File: config.mk
export PLATFORM = sky130hd
export DESIGN_NAME = fem_shape_function_evaluator_core
export DESIGN_NICKNAME = d
export VERILOG_FILES = /design/src/rtl/core/fsfe_pkg.sv /design/src/rtl/core/fsfe_node_seq.sv /design/src/rtl/core/fsfe_bary.sv /design/src/rtl/core/fsfe_term.sv /design/src/rtl/core/fsfe_mul_round.sv /design/src/rtl/core/fem_shape_function_evaluator_core.sv
export SDC_FILE = /design/constraint.sdc
export NUM_CORES = 2
export LEC_CHECK = 0
export ABC_CLOCK_PERIOD_IN_PS = 7800
export BUFFER_PORTS_ARGS = -buffer_cell sky130_fd_sc_hd__buf_2
export CAP_MARGIN = 20
export CORE_ASPECT_RATIO = 0.7
export CORE_MARGIN = 5
export CORE_UTILIZATION = 40
export CTS_CLUSTER_SIZE = 28
export DETAILED_ROUTE_END_ITERATION = 6
export GPL_ROUTABILITY_DRIVEN = 0
export HOLD_SLACK_MARGIN = 0.03
export PLACE_DENSITY = 0.54
export SKIP_LAST_GASP = 1
export SLEW_MARGIN = 20
export SYNTH_ARGS = -nofsm -noshare
export SYNTH_HDL_FRONTEND = slang
export SYNTH_HIERARCHICAL = 1
export SYNTH_SLANG_ARGS = --single-unit
File: constraint.sdc
create_clock -name clk -period 7.8 [get_ports clk]
set_input_delay 1.56 -clock clk [delete_from_list [all_inputs] [get_ports clk]]
set_output_delay 1.56 -clock clk [all_outputs]
set_load 0.02 [all_outputs]
File: src/rtl/core/fsfe_pkg.sv
`timescale 1ns / 1ps
`default_nettype none

package fsfe_pkg;

    // fixed-point format
    localparam int COORD_FRAC_BITS = 14;
    localparam int CW = 16;
    localparam int OW = 20;
    localparam int NW = 4;

    // internal widths: barycentric, second factor, gradient, product
    localparam int LW = ((CW > COORD_FRAC_BITS + 2) ? CW : COORD_FRAC_BITS + 2) + 2;
    localparam int BW = LW + 1;
    localparam int GW = LW + 3;
    localparam int PW = LW + BW;

    localparam logic signed [LW-1:0] ONE_L  = LW'(64'sd1 <<< COORD_FRAC_BITS);
    localparam logic signed [GW-1:0] ONE_G  = GW'(ONE_L);
    localparam logic signed [GW-1:0] HALF_G = GW'(ONE_L >>> 1);

    localparam logic signed [PW-1:0] SAT_HI = PW'((64'sd1 <<< (OW - 1)) - 64'sd1);
    localparam logic signed [PW-1:0] SAT_LO = PW'(-(64'sd1 <<< (OW - 1)));

    // rounding offsets for the four shift amounts
    localparam logic signed [PW-1:0] RND_ONE   = PW'(1);
    localparam logic signed [PW-1:0] RND_EDGE  = PW'(64'sd1 <<< (COORD_FRAC_BITS - 3));
    localparam logic signed [PW-1:0] RND_FRAC  = PW'(64'sd1 <<< (COORD_FRAC_BITS - 1));
    localparam logic signed [PW-1:0] RND_FRAC1 = PW'(64'sd1 <<< COORD_FRAC_BITS);

    typedef enum logic [2:0] {
        FORM_LINE1 = 3'd0,
        FORM_LINE2 = 3'd1,
        FORM_TRI1  = 3'd2,
        FORM_TRI2  = 3'd3,
        FORM_TET1  = 3'd4,
        FORM_TET2  = 3'd5,
        FORM_ERR   = 3'd6
    } form_t;

    // right shift applied after the product
    typedef enum logic [1:0] {
        SH_ONE   = 2'd0,
        SH_EDGE  = 2'd1,
        SH_FRAC  = 2'd2,
        SH_FRAC1 = 2'd3
    } shift_t;

    localparam logic [1:0] MODE_LINE = 2'd0;
    localparam logic [1:0] MODE_TRI  = 2'd1;
    localparam logic [1:0] MODE_TET  = 2'd2;
    localparam logic [1:0] ORD_LIN   = 2'd1;
    localparam logic [1:0] ORD_QUAD  = 2'd2;

    typedef struct packed {
        logic [1:0]           mode;
        logic [1:0]           poly_order;
        logic signed [CW-1:0] coord_xi;
        logic signed [CW-1:0] coord_eta;
        logic signed [CW-1:0] coord_zeta;
    } item_t;

    typedef struct packed {
        logic [NW-1:0]        node_index;
        logic signed [OW-1:0] shape_value;
        logic signed [OW-1:0] grad_xi;
        logic signed [OW-1:0] grad_eta;
        logic signed [OW-1:0] grad_zeta;
        logic                 last_node;
        logic                 error_flag;
    } result_t;

    // control travelling with each node down the pipeline
    typedef struct packed {
        logic          valid;
        form_t         form;
        logic [NW-1:0] node;
        logic          last;
    } ctl_t;

    function automatic form_t decode_form(input logic [1:0] mode, input logic [1:0] ord);
        form_t f;
        f = FORM_ERR;
        if (ord == ORD_LIN || ord == ORD_QUAD)
        begin
            if (mode == MODE_LINE)
                f = (ord == ORD_LIN) ? FORM_LINE1 : FORM_LINE2;
            else if (mode == MODE_TRI)
                f = (ord == ORD_LIN) ? FORM_TRI1 : FORM_TRI2;
            else if (mode == MODE_TET)
                f = (ord == ORD_LIN) ? FORM_TET1 : FORM_TET2;
        end
        return f;
    endfunction

    function automatic logic [NW-1:0] last_index(input form_t f);
        logic [NW-1:0] n;
        unique case (f)
            FORM_LINE1: n = NW'(1);
            FORM_LINE2: n = NW'(2);
            FORM_TRI1:  n = NW'(2);
            FORM_TRI2:  n = NW'(5);
            FORM_TET1:  n = NW'(3);
            FORM_TET2:  n = NW'(9);
            default:    n = NW'(0);
        endcase
        return n;
    endfunction

    function automatic logic signed [OW-1:0] sat_out(input logic signed [PW-1:0] v);
        logic signed [PW-1:0] c;
        c = v;
        if (v > SAT_HI)
            c = SAT_HI;
        else if (v < SAT_LO)
            c = SAT_LO;
        return c[OW-1:0];
    endfunction

endpackage

`default_nettype wire

File: src/rtl/core/fsfe_node_seq.sv
`timescale 1ns / 1ps
`default_nettype none

module fsfe_node_seq (
    input  wire logic            clk,
    input  wire logic            rst_n,
    input  wire logic            start,
    input  wire fsfe_pkg::item_t item,
    output logic                 busy,
    output fsfe_pkg::ctl_t       ctl,
    output fsfe_pkg::item_t      held
);

    logic                      active_reg, active_next;
    fsfe_pkg::form_t           form_reg, form_next;
    logic [fsfe_pkg::NW-1:0]   node_reg, node_next;
    fsfe_pkg::item_t           item_reg, item_next;
    logic                      last;
    logic                      accept;

    assign last   = (node_reg == fsfe_pkg::last_index(form_reg));
    assign busy   = active_reg && !last;
    assign accept = start && !busy;

    always_comb
    begin
        active_next = active_reg;
        form_next   = form_reg;
        node_next   = node_reg;
        item_next   = item_reg;
        if (accept)
        begin
            active_next = 1'b1;
            form_next   = fsfe_pkg::decode_form(item.mode, item.poly_order);
            node_next   = '0;
            item_next   = item;
        end
        else if (active_reg)
        begin
            if (last)
                active_next = 1'b0;
            else
                node_next = node_reg + fsfe_pkg::NW'(1);
        end
    end

    always_ff @(posedge clk or negedge rst_n)
    begin
        if (!rst_n)
        begin
            active_reg <= 1'b0;
            form_reg   <= fsfe_pkg::FORM_ERR;
            node_reg   <= '0;
        end
        else
        begin
            active_reg <= active_next;
            form_reg   <= form_next;
            node_reg   <= node_next;
        end
    end

    always_ff @(posedge clk)
    begin
        item_reg <= item_next;
    end

    assign ctl.valid = active_reg;
    assign ctl.form  = form_reg;
    assign ctl.node  = node_reg;
    assign ctl.last  = last;
    assign held      = item_reg;

endmodule

`default_nettype wire

File: src/rtl/core/fsfe_bary.sv
`timescale 1ns / 1ps
`default_nettype none

module fsfe_bary (
    input  wire logic                        clk,
    input  wire logic                        rst_n,
    input  wire fsfe_pkg::ctl_t              ctl_in,
    input  wire fsfe_pkg::item_t             held,
    output fsfe_pkg::ctl_t                   ctl_out,
    output logic signed [fsfe_pkg::LW-1:0]   l1,
    output logic signed [fsfe_pkg::LW-1:0]   l2,
    output logic signed [fsfe_pkg::LW-1:0]   l3,
    output logic signed [fsfe_pkg::LW-1:0]   l4
);

    fsfe_pkg::ctl_t                 ctl_reg;
    logic signed [fsfe_pkg::LW-1:0] l1_reg, l1_next;
    logic signed [fsfe_pkg::LW-1:0] l2_reg, l3_reg, l4_reg;
    logic signed [fsfe_pkg::LW-1:0] e, z;
    logic                           is_line, is_tet;

    always_comb
    begin
        is_line = (ctl_in.form == fsfe_pkg::FORM_LINE1) || (ctl_in.form == fsfe_pkg::FORM_LINE2);
        is_tet  = (ctl_in.form == fsfe_pkg::FORM_TET1) || (ctl_in.form == fsfe_pkg::FORM_TET2);
        e = is_line ? '0 : fsfe_pkg::LW'(held.coord_eta);
        z = is_tet ? fsfe_pkg::LW'(held.coord_zeta) : '0;
        l1_next = fsfe_pkg::ONE_L - fsfe_pkg::LW'(held.coord_xi) - e - z;
    end

    always_ff @(posedge clk or negedge rst_n)
    begin
        if (!rst_n)
            ctl_reg <= '0;
        else
            ctl_reg <= ctl_in;
    end

    always_ff @(posedge clk)
    begin
        l1_reg <= l1_next;
        l2_reg <= fsfe_pkg::LW'(held.coord_xi);
        l3_reg <= fsfe_pkg::LW'(held.coord_eta);
        l4_reg <= fsfe_pkg::LW'(held.coord_zeta);
    end

    assign ctl_out = ctl_reg;
    assign l1 = l1_reg;
    assign l2 = l2_reg;
    assign l3 = l3_reg;
    assign l4 = l4_reg;

endmodule

`default_nettype wire

File: src/rtl/core/fsfe_term.sv
`timescale 1ns / 1ps
`default_nettype none

module fsfe_term (
    input  wire logic                        clk,
    input  wire logic                        rst_n,
    input  wire fsfe_pkg::ctl_t              ctl_in,
    input  wire logic signed [fsfe_pkg::LW-1:0] l1,
    input  wire logic signed [fsfe_pkg::LW-1:0] l2,
    input  wire logic signed [fsfe_pkg::LW-1:0] l3,
    input  wire logic signed [fsfe_pkg::LW-1:0] l4,
    output fsfe_pkg::ctl_t                   ctl_out,
    output logic signed [fsfe_pkg::LW-1:0]   op_a,
    output logic signed [fsfe_pkg::BW-1:0]   op_b,
    output fsfe_pkg::shift_t                 shift,
    output logic signed [fsfe_pkg::GW-1:0]   gx,
    output logic signed [fsfe_pkg::GW-1:0]   gy,
    output logic signed [fsfe_pkg::GW-1:0]   gz
);

    localparam int LW = fsfe_pkg::LW;
    localparam int BW = fsfe_pkg::BW;
    localparam int GW = fsfe_pkg::GW;

    fsfe_pkg::ctl_t         ctl_reg;
    logic signed [LW-1:0]   a_reg, a_next;
    logic signed [BW-1:0]   b_reg, b_next;
    fsfe_pkg::shift_t       sh_reg, sh_next;
    logic signed [GW-1:0]   gx_reg, gx_next, gy_reg, gy_next, gz_reg, gz_next;

    logic signed [LW-1:0]   lv [4];
    logic signed [LW-1:0]   lsel;
    logic signed [BW-1:0]   one_b;
    logic signed [GW-1:0]   q1, q2, q3, q4, xg;

    always_comb
    begin
        lv[0] = l1;
        lv[1] = l2;
        lv[2] = l3;
        lv[3] = l4;
        lsel  = lv[ctl_in.node[1:0]];
        one_b = BW'(fsfe_pkg::ONE_L);
        q1 = GW'(l1) <<< 2;
        q2 = GW'(l2) <<< 2;
        q3 = GW'(l3) <<< 2;
        q4 = GW'(l4) <<< 2;
        xg = GW'(l2);

        a_next  = '0;
        b_next  = '0;
        sh_next = fsfe_pkg::SH_FRAC;
        gx_next = '0;
        gy_next = '0;
        gz_next = '0;

        unique case (ctl_in.form)
            fsfe_pkg::FORM_LINE1:
            begin
                sh_next = fsfe_pkg::SH_ONE;
                b_next  = BW'(1);
                if (ctl_in.node == '0)
                begin
                    a_next  = fsfe_pkg::ONE_L - l2;
                    gx_next = -fsfe_pkg::HALF_G;
                end
                else
                begin
                    a_next  = fsfe_pkg::ONE_L + l2;
                    gx_next = fsfe_pkg::HALF_G;
                end
            end
            fsfe_pkg::FORM_LINE2:
            begin
                unique case (ctl_in.node)
                    fsfe_pkg::NW'(0):
                    begin
                        a_next  = l2;
                        b_next  = BW'(l2) - one_b;
                        sh_next = fsfe_pkg::SH_FRAC1;
                        gx_next = xg - fsfe_pkg::HALF_G;
                    end
                    fsfe_pkg::NW'(1):
                    begin
                        a_next  = l2;
                        b_next  = BW'(l2) + one_b;
                        sh_next = fsfe_pkg::SH_FRAC1;
                        gx_next = xg + fsfe_pkg::HALF_G;
                    end
                    default:
                    begin
                        a_next  = fsfe_pkg::ONE_L - l2;
                        b_next  = one_b + BW'(l2);
                        gx_next = -(xg <<< 1);
                    end
                endcase
            end
            fsfe_pkg::FORM_TRI1, fsfe_pkg::FORM_TET1:
            begin
                // linear: N is the barycentric coordinate itself
                a_next = lsel;
                b_next = one_b;
                unique case (ctl_in.node)
                    fsfe_pkg::NW'(0):
                    begin
                        gx_next = -fsfe_pkg::ONE_G;
                        gy_next = -fsfe_pkg::ONE_G;
                        if (ctl_in.form == fsfe_pkg::FORM_TET1)
                            gz_next = -fsfe_pkg::ONE_G;
                    end
                    fsfe_pkg::NW'(1): gx_next = fsfe_pkg::ONE_G;
                    fsfe_pkg::NW'(2): gy_next = fsfe_pkg::ONE_G;
                    default:          gz_next = fsfe_pkg::ONE_G;
                endcase
            end
            fsfe_pkg::FORM_TRI2:
            begin
                unique case (ctl_in.node)
                    fsfe_pkg::NW'(0), fsfe_pkg::NW'(1), fsfe_pkg::NW'(2):
                    begin
                        a_next = lsel;
                        b_next = (BW'(lsel) <<< 1) - one_b;
                        unique case (ctl_in.node[1:0])
                            2'd0:
                            begin
                                gx_next = fsfe_pkg::ONE_G - q1;
                                gy_next = fsfe_pkg::ONE_G - q1;
                            end
                            2'd1:    gx_next = q2 - fsfe_pkg::ONE_G;
                            default: gy_next = q3 - fsfe_pkg::ONE_G;
                        endcase
                    end
                    fsfe_pkg::NW'(3):
                    begin
                        a_next  = l1;
                        b_next  = BW'(l2);
                        sh_next = fsfe_pkg::SH_EDGE;
                        gx_next = q1 - q2;
                        gy_next = -q2;
                    end
                    fsfe_pkg::NW'(4):
                    begin
                        a_next  = l2;
                        b_next  = BW'(l3);
                        sh_next = fsfe_pkg::SH_EDGE;
                        gx_next = q3;
                        gy_next = q2;
                    end
                    default:
                    begin
                        a_next  = l3;
                        b_next  = BW'(l1);
                        sh_next = fsfe_pkg::SH_EDGE;
                        gx_next = -q3;
                        gy_next = q1 - q3;
                    end
                endcase
            end
            fsfe_pkg::FORM_TET2:
            begin
                unique case (ctl_in.node)
                    fsfe_pkg::NW'(0), fsfe_pkg::NW'(1), fsfe_pkg::NW'(2), fsfe_pkg::NW'(3):
                    begin
                        a_next = lsel;
                        b_next = (BW'(lsel) <<< 1) - one_b;
                        unique case (ctl_in.node[1:0])
                            2'd0:
                            begin
                                gx_next = fsfe_pkg::ONE_G - q1;
                                gy_next = fsfe_pkg::ONE_G - q1;
                                gz_next = fsfe_pkg::ONE_G - q1;
                            end
                            2'd1:    gx_next = q2 - fsfe_pkg::ONE_G;
                            2'd2:    gy_next = q3 - fsfe_pkg::ONE_G;
                            default: gz_next = q4 - fsfe_pkg::ONE_G;
                        endcase
                    end
                    fsfe_pkg::NW'(4):
                    begin
                        a_next  = l1;
                        b_next  = BW'(l2);
                        sh_next = fsfe_pkg::SH_EDGE;
                        gx_next = q1 - q2;
                        gy_next = -q2;
                        gz_next = -q2;
                    end
                    fsfe_pkg::NW'(5):
                    begin
                        a_next  = l1;
                        b_next  = BW'(l3);
                        sh_next = fsfe_pkg::SH_EDGE;
                        gx_next = -q3;
                        gy_next = q1 - q3;
                        gz_next = -q3;
                    end
                    fsfe_pkg::NW'(6):
                    begin
                        a_next  = l1;
                        b_next  = BW'(l4);
                        sh_next = fsfe_pkg::SH_EDGE;
                        gx_next = -q4;
                        gy_next = -q4;
                        gz_next = q1 - q4;
                    end
                    fsfe_pkg::NW'(7):
                    begin
                        a_next  = l2;
                        b_next  = BW'(l3);
                        sh_next = fsfe_pkg::SH_EDGE;
                        gx_next = q3;
                        gy_next = q2;
                    end
                    fsfe_pkg::NW'(8):
                    begin
                        a_next  = l2;
                        b_next  = BW'(l4);
                        sh_next = fsfe_pkg::SH_EDGE;
                        gx_next = q4;
                        gz_next = q2;
                    end
                    default:
                    begin
                        a_next  = l3;
                        b_next  = BW'(l4);
                        sh_next = fsfe_pkg::SH_EDGE;
                        gy_next = q4;
                        gz_next = q3;
                    end
                endcase
            end
            default:
            begin
                // unsupported kind or order: all zero
                a_next = '0;
                b_next = '0;
            end
        endcase
    end

    always_ff @(posedge clk or negedge rst_n)
    begin
        if (!rst_n)
            ctl_reg <= '0;
        else
            ctl_reg <= ctl_in;
    end

    always_ff @(posedge clk)
    begin
        a_reg  <= a_next;
        b_reg  <= b_next;
        sh_reg <= sh_next;
        gx_reg <= gx_next;
        gy_reg <= gy_next;
        gz_reg <= gz_next;
    end

    assign ctl_out = ctl_reg;
    assign op_a    = a_reg;
    assign op_b    = b_reg;
    assign shift   = sh_reg;
    assign gx      = gx_reg;
    assign gy      = gy_reg;
    assign gz      = gz_reg;

endmodule

`default_nettype wire

File: src/rtl/core/fsfe_mul_round.sv
`timescale 1ns / 1ps
`default_nettype none

module fsfe_mul_round (
    input  wire logic                           clk,
    input  wire logic                           rst_n,
    input  wire fsfe_pkg::ctl_t                 ctl_in,
    input  wire logic signed [fsfe_pkg::LW-1:0] op_a,
    input  wire logic signed [fsfe_pkg::BW-1:0] op_b,
    input  wire fsfe_pkg::shift_t               shift,
    input  wire logic signed [fsfe_pkg::GW-1:0] gx,
    input  wire logic signed [fsfe_pkg::GW-1:0] gy,
    input  wire logic signed [fsfe_pkg::GW-1:0] gz,
    output logic                                strobe,
    output fsfe_pkg::result_t                   result
);

    localparam int PW = fsfe_pkg::PW;
    localparam int GW = fsfe_pkg::GW;
    localparam int F  = fsfe_pkg::COORD_FRAC_BITS;

    // stage 3: product
    fsfe_pkg::ctl_t        ctl3_reg;
    logic signed [PW-1:0]  prod_reg, prod_next;
    fsfe_pkg::shift_t      sh3_reg;
    logic signed [GW-1:0]  gx3_reg, gy3_reg, gz3_reg;

    // stage 4: round, saturate, output register
    logic                  strobe_reg;
    fsfe_pkg::result_t     res_reg, res_next;
    logic signed [PW-1:0]  rnd;

    assign prod_next = PW'(op_a) * PW'(op_b);

    always_comb
    begin
        unique case (sh3_reg)
            fsfe_pkg::SH_ONE:   rnd = (prod_reg + fsfe_pkg::RND_ONE) >>> 1;
            fsfe_pkg::SH_EDGE:  rnd = (prod_reg + fsfe_pkg::RND_EDGE) >>> (F - 2);
            fsfe_pkg::SH_FRAC:  rnd = (prod_reg + fsfe_pkg::RND_FRAC) >>> F;
            default:            rnd = (prod_reg + fsfe_pkg::RND_FRAC1) >>> (F + 1);
        endcase

        res_next.node_index  = ctl3_reg.node;
        res_next.shape_value = fsfe_pkg::sat_out(rnd);
        res_next.grad_xi     = fsfe_pkg::sat_out(PW'(gx3_reg));
        res_next.grad_eta    = fsfe_pkg::sat_out(PW'(gy3_reg));
        res_next.grad_zeta   = fsfe_pkg::sat_out(PW'(gz3_reg));
        res_next.last_node   = ctl3_reg.last;
        res_next.error_flag  = (ctl3_reg.form == fsfe_pkg::FORM_ERR);
    end

    always_ff @(posedge clk or negedge rst_n)
    begin
        if (!rst_n)
        begin
            ctl3_reg   <= '0;
            strobe_reg <= 1'b0;
        end
        else
        begin
            ctl3_reg   <= ctl_in;
            strobe_reg <= ctl3_reg.valid;
        end
    end

    always_ff @(posedge clk)
    begin
        prod_reg <= prod_next;
        sh3_reg  <= shift;
        gx3_reg  <= gx;
        gy3_reg  <= gy;
        gz3_reg  <= gz;
        res_reg  <= res_next;
    end

    assign strobe = strobe_reg;
    assign result = res_reg;

endmodule

`default_nettype wire

File: src/rtl/core/fem_shape_function_evaluator_core.sv
`timescale 1ns / 1ps
`default_nettype none

// lagrange shape functions (p1/p2) for line, triangle and tetrahedron elements
// input channel: a transaction is taken at a clock edge with start high and busy low;
//   item carries element kind, order and the reference coordinates xi, eta, zeta
// output channel: one result transaction per node, in standard node order, each
//   shown for exactly one cycle with result_strobe high; last_node marks the final one
// an unsupported kind or order gives one result with error_flag and last_node set
// a node sequencer issues one node per cycle into a four-stage pipeline:
//   barycentric coordinates, operand and gradient selection, product, round/saturate
// the first result comes once node zero has passed every stage; then one node per cycle follows
// a transaction has 1, 2, 3, 4, 6 or 10 nodes; busy drops
//   in the cycle the last node issues, so the next transaction follows without a gap
// the sequencer's node counter paces the transactions: one pipeline slot per node
// the receiver cannot stall; results are never held back
// reset clears the sequencer and pipeline valid bits; no result in flight survives it
module fem_shape_function_evaluator_core (
    input  wire logic              clk,
    input  wire logic              rst_n,
    input  wire logic              start,
    input  wire fsfe_pkg::item_t   item,
    output logic                   busy,
    output logic                   result_strobe,
    output fsfe_pkg::result_t      result
);

    // sequencer to barycentric stage
    fsfe_pkg::ctl_t                 seq_ctl;
    fsfe_pkg::item_t                seq_item;

    // barycentric stage to operand stage
    fsfe_pkg::ctl_t                 bar_ctl;
    logic signed [fsfe_pkg::LW-1:0] l1, l2, l3, l4;

    // operand stage to multiply and round
    fsfe_pkg::ctl_t                 trm_ctl;
    logic signed [fsfe_pkg::LW-1:0] op_a;
    logic signed [fsfe_pkg::BW-1:0] op_b;
    fsfe_pkg::shift_t               shift;
    logic signed [fsfe_pkg::GW-1:0] gx, gy, gz;

    // node sequencer: holds the transaction, counts its nodes
    fsfe_node_seq u_seq (
        .clk   (clk),
        .rst_n (rst_n),
        .start (start),
        .item  (item),
        .busy  (busy),
        .ctl   (seq_ctl),
        .held  (seq_item)
    );

    // stage 1: barycentric coordinates l1..l4
    fsfe_bary u_bary (
        .clk     (clk),
        .rst_n   (rst_n),
        .ctl_in  (seq_ctl),
        .held    (seq_item),
        .ctl_out (bar_ctl),
        .l1      (l1),
        .l2      (l2),
        .l3      (l3),
        .l4      (l4)
    );

    // stage 2: product operands, shift and gradients for the node
    fsfe_term u_term (
        .clk     (clk),
        .rst_n   (rst_n),
        .ctl_in  (bar_ctl),
        .l1      (l1),
        .l2      (l2),
        .l3      (l3),
        .l4      (l4),
        .ctl_out (trm_ctl),
        .op_a    (op_a),
        .op_b    (op_b),
        .shift   (shift),
        .gx      (gx),
        .gy      (gy),
        .gz      (gz)
    );

    // stages 3 and 4: multiply, then round half up and saturate into the output register
    fsfe_mul_round u_mul (
        .clk    (clk),
        .rst_n  (rst_n),
        .ctl_in (trm_ctl),
        .op_a   (op_a),
        .op_b   (op_b),
        .shift  (shift),
        .gx     (gx),
        .gy     (gy),
        .gz     (gz),
        .strobe (result_strobe),
        .result (result)
    );

endmodule

`default_nettype wire

==> impl_results.md <==
- Outcome: finished with violations
- Failing checks: design-rule violations
- Fin Clk Skew: 0.0691 ns
- Hold Path Origin: u_term/gx[15]
- FP Rows: 97
- Clock Pin Slew Worst Setup and Hold Paths: 0.06 ns
- Slew Viols, Final: 0
- Port bufs: 142
- Final ANT Viol Nets: 0
- Critical Path Fanout Max: 19
- H-tree levels: 2
- CP Cell Sequence: nand2_1, fa_1, fa_1, fa_1, inv_1, fa_1, fa_1, inv_1, fa_1, inv_1, ha_1, a211o_1, a21oi_1, and3_1, and3_1, o31ai_1, o31a_1, a21oi_1, o21ai_0, nor4bb_1
- Max-Cap Viols: 0
- Final setup vio count: 0
- CTS tree: done
- WP data required: 8.29 ns
- Die area: 0.107 mm2
- Dpl hpwl: 111000 um
- Post-Route WL: 146000 um
- Worst slew pin tran: 1.33 ns
- Worst hold path class: reg -> reg
- Syn Area/Cell: 8.46 um2
- CP Buf/Inv Count: 3
- Most frequent cells in the layout: inv_1, nand2_1, fa_1
- Drt first-iter violations: 4897
- Largest net degree at the start of global routing: 60
- Skew-Pair Late Insertion Delay: 0.65 ns
- Share of cells above drive strength 1: 0.0901
- Relative slew margins: 0.104
- RSZ-0062 raised after global routing: no
- Worst-case clock buffer depth: 3
- Total track usage: 0.267
- Non-Filler Instances: 6075
- Pre-antenna DRT Iters: 7
- Crit path launch type: flip-flop
- Postcts setup bufs: 0
- Commonest non-fill, non-tap cell in the layout: inv_1
- CP most frequent cell: fa_1
- Synthesis-to-finish area growth: 7.95%
- Drt drc: 10
- Dpl cells: 5987
- Crit path time final: 7.02 ns
- CP Launch Point: u_term/op_a[5]
- PD cells: 456 mW/mm2
- Clock sink count: 436
- Post_cts resized: 0
- Floorplan core area: 0.0999 mm2
- Initial antenna violation count: 13
- Slowest-stage cell, CP: dfxtp_1
- CP max stage delay: 0.87 ns
- Gate Count Post-Synth: 4756
- Tcrit/Tclk final: 0.900
- Cell area after layout: 0.0434 mm2
- Critical path class: reg -> reg
- Root Driver: clkbuf_16
- Post-cts hold buffer count: 0
- Worst r2r src: u_term/op_a[5]
- Starting Density: 0.403
- Yosys warning count: 6
- Setup_tns: 0 ns
- Peak supply drop: 0.259 mV
- Total global routing overflow: 0
- CTS buffer count: 47
- Vert. Die Dim: 275 um
- Wire per inst: 24.1 um
- Vias in the first global route: 34500
- Core Util, Final: 0.435
- Mapped cell area: 0.0402 mm2
- Global-route wire length before repair: 220000 um
- LEAKAGE: 18.4 nW
- Placed inst area: 0.0419 mm2
- Largest register FFs: 86
- Nets@finish: 5329
- # IOs: 143
- CP delay by family, top: adder cells
- Vias per Instance: 5.95
- Hold Violations, Final: 0
- Via count: 36100
- FMAX: 142 MHz
- Crit path DAT: 7.51 ns
- Crit. End Element: flip-flop
- Die Width: 389 um
metrics by stage:
step / hold WS (ns) / total power [mW] / setup slack, ns
global placement: 0.311 / 17.0 / 0.892
floorplan: 0.310 / 13.2 / 1.57
detailed placement: 0.312 / 17.0 / 0.873
finish: 0.307 / 19.8 / 0.777
global route: 0.315 / 21.2 / 0.373
CTS: 0.308 / 19.4 / 0.818
worst paths after layout:
check / end / slack, ns / depth (start not counted)
setup reg to reg: u_mul/prod_reg[33] / 0.78 / 20
hold / removal: u_mul/gx3_reg[15] / 0.31 / 0
max in group asynchronous: u_bary/ctl_out[1] / 6.26 / 1
min in group asynchronous: u_mul/ctl3_reg[2] / 0.99 / 1
hold reg to reg: u_mul/gx3_reg[15] / 0.31 / 0
setup / recovery: u_mul/prod_reg[33] / 0.78 / 20
routing by layer:
metal	track usage	vias to the layer above	share of wire	wire (um)
met3	0.109	398	0.16	22900
met1	0.401	17400	0.45	65300
met4	0.0681	16	0.030	4420
li1	-	16000	-	-
met2	0.347	2344	0.36	53300
met5	0.00177	-	0.00092	134
area by class of cell:
type / count / area (um2)
Sequential cell: 436 / 9400
Tap cell: 1336 / 1670
Clock buffer: 65 / 1280
Timing Repair Buffer: 226 / 1350
Fill cell: 9891 / 56500
Inverter: 531 / 1990
Clock inverter: 20 / 251
Multi-Input combinational cell: 3459 / 27500
Antenna cell: 2 / 5.00
power breakdown:
group          switching [mW]  internal (mW)
clock                   0.988           1.24
combinational            8.16           4.84
sequential               1.43           3.14
Note: power is estimated with default switching activity, not from simulation.
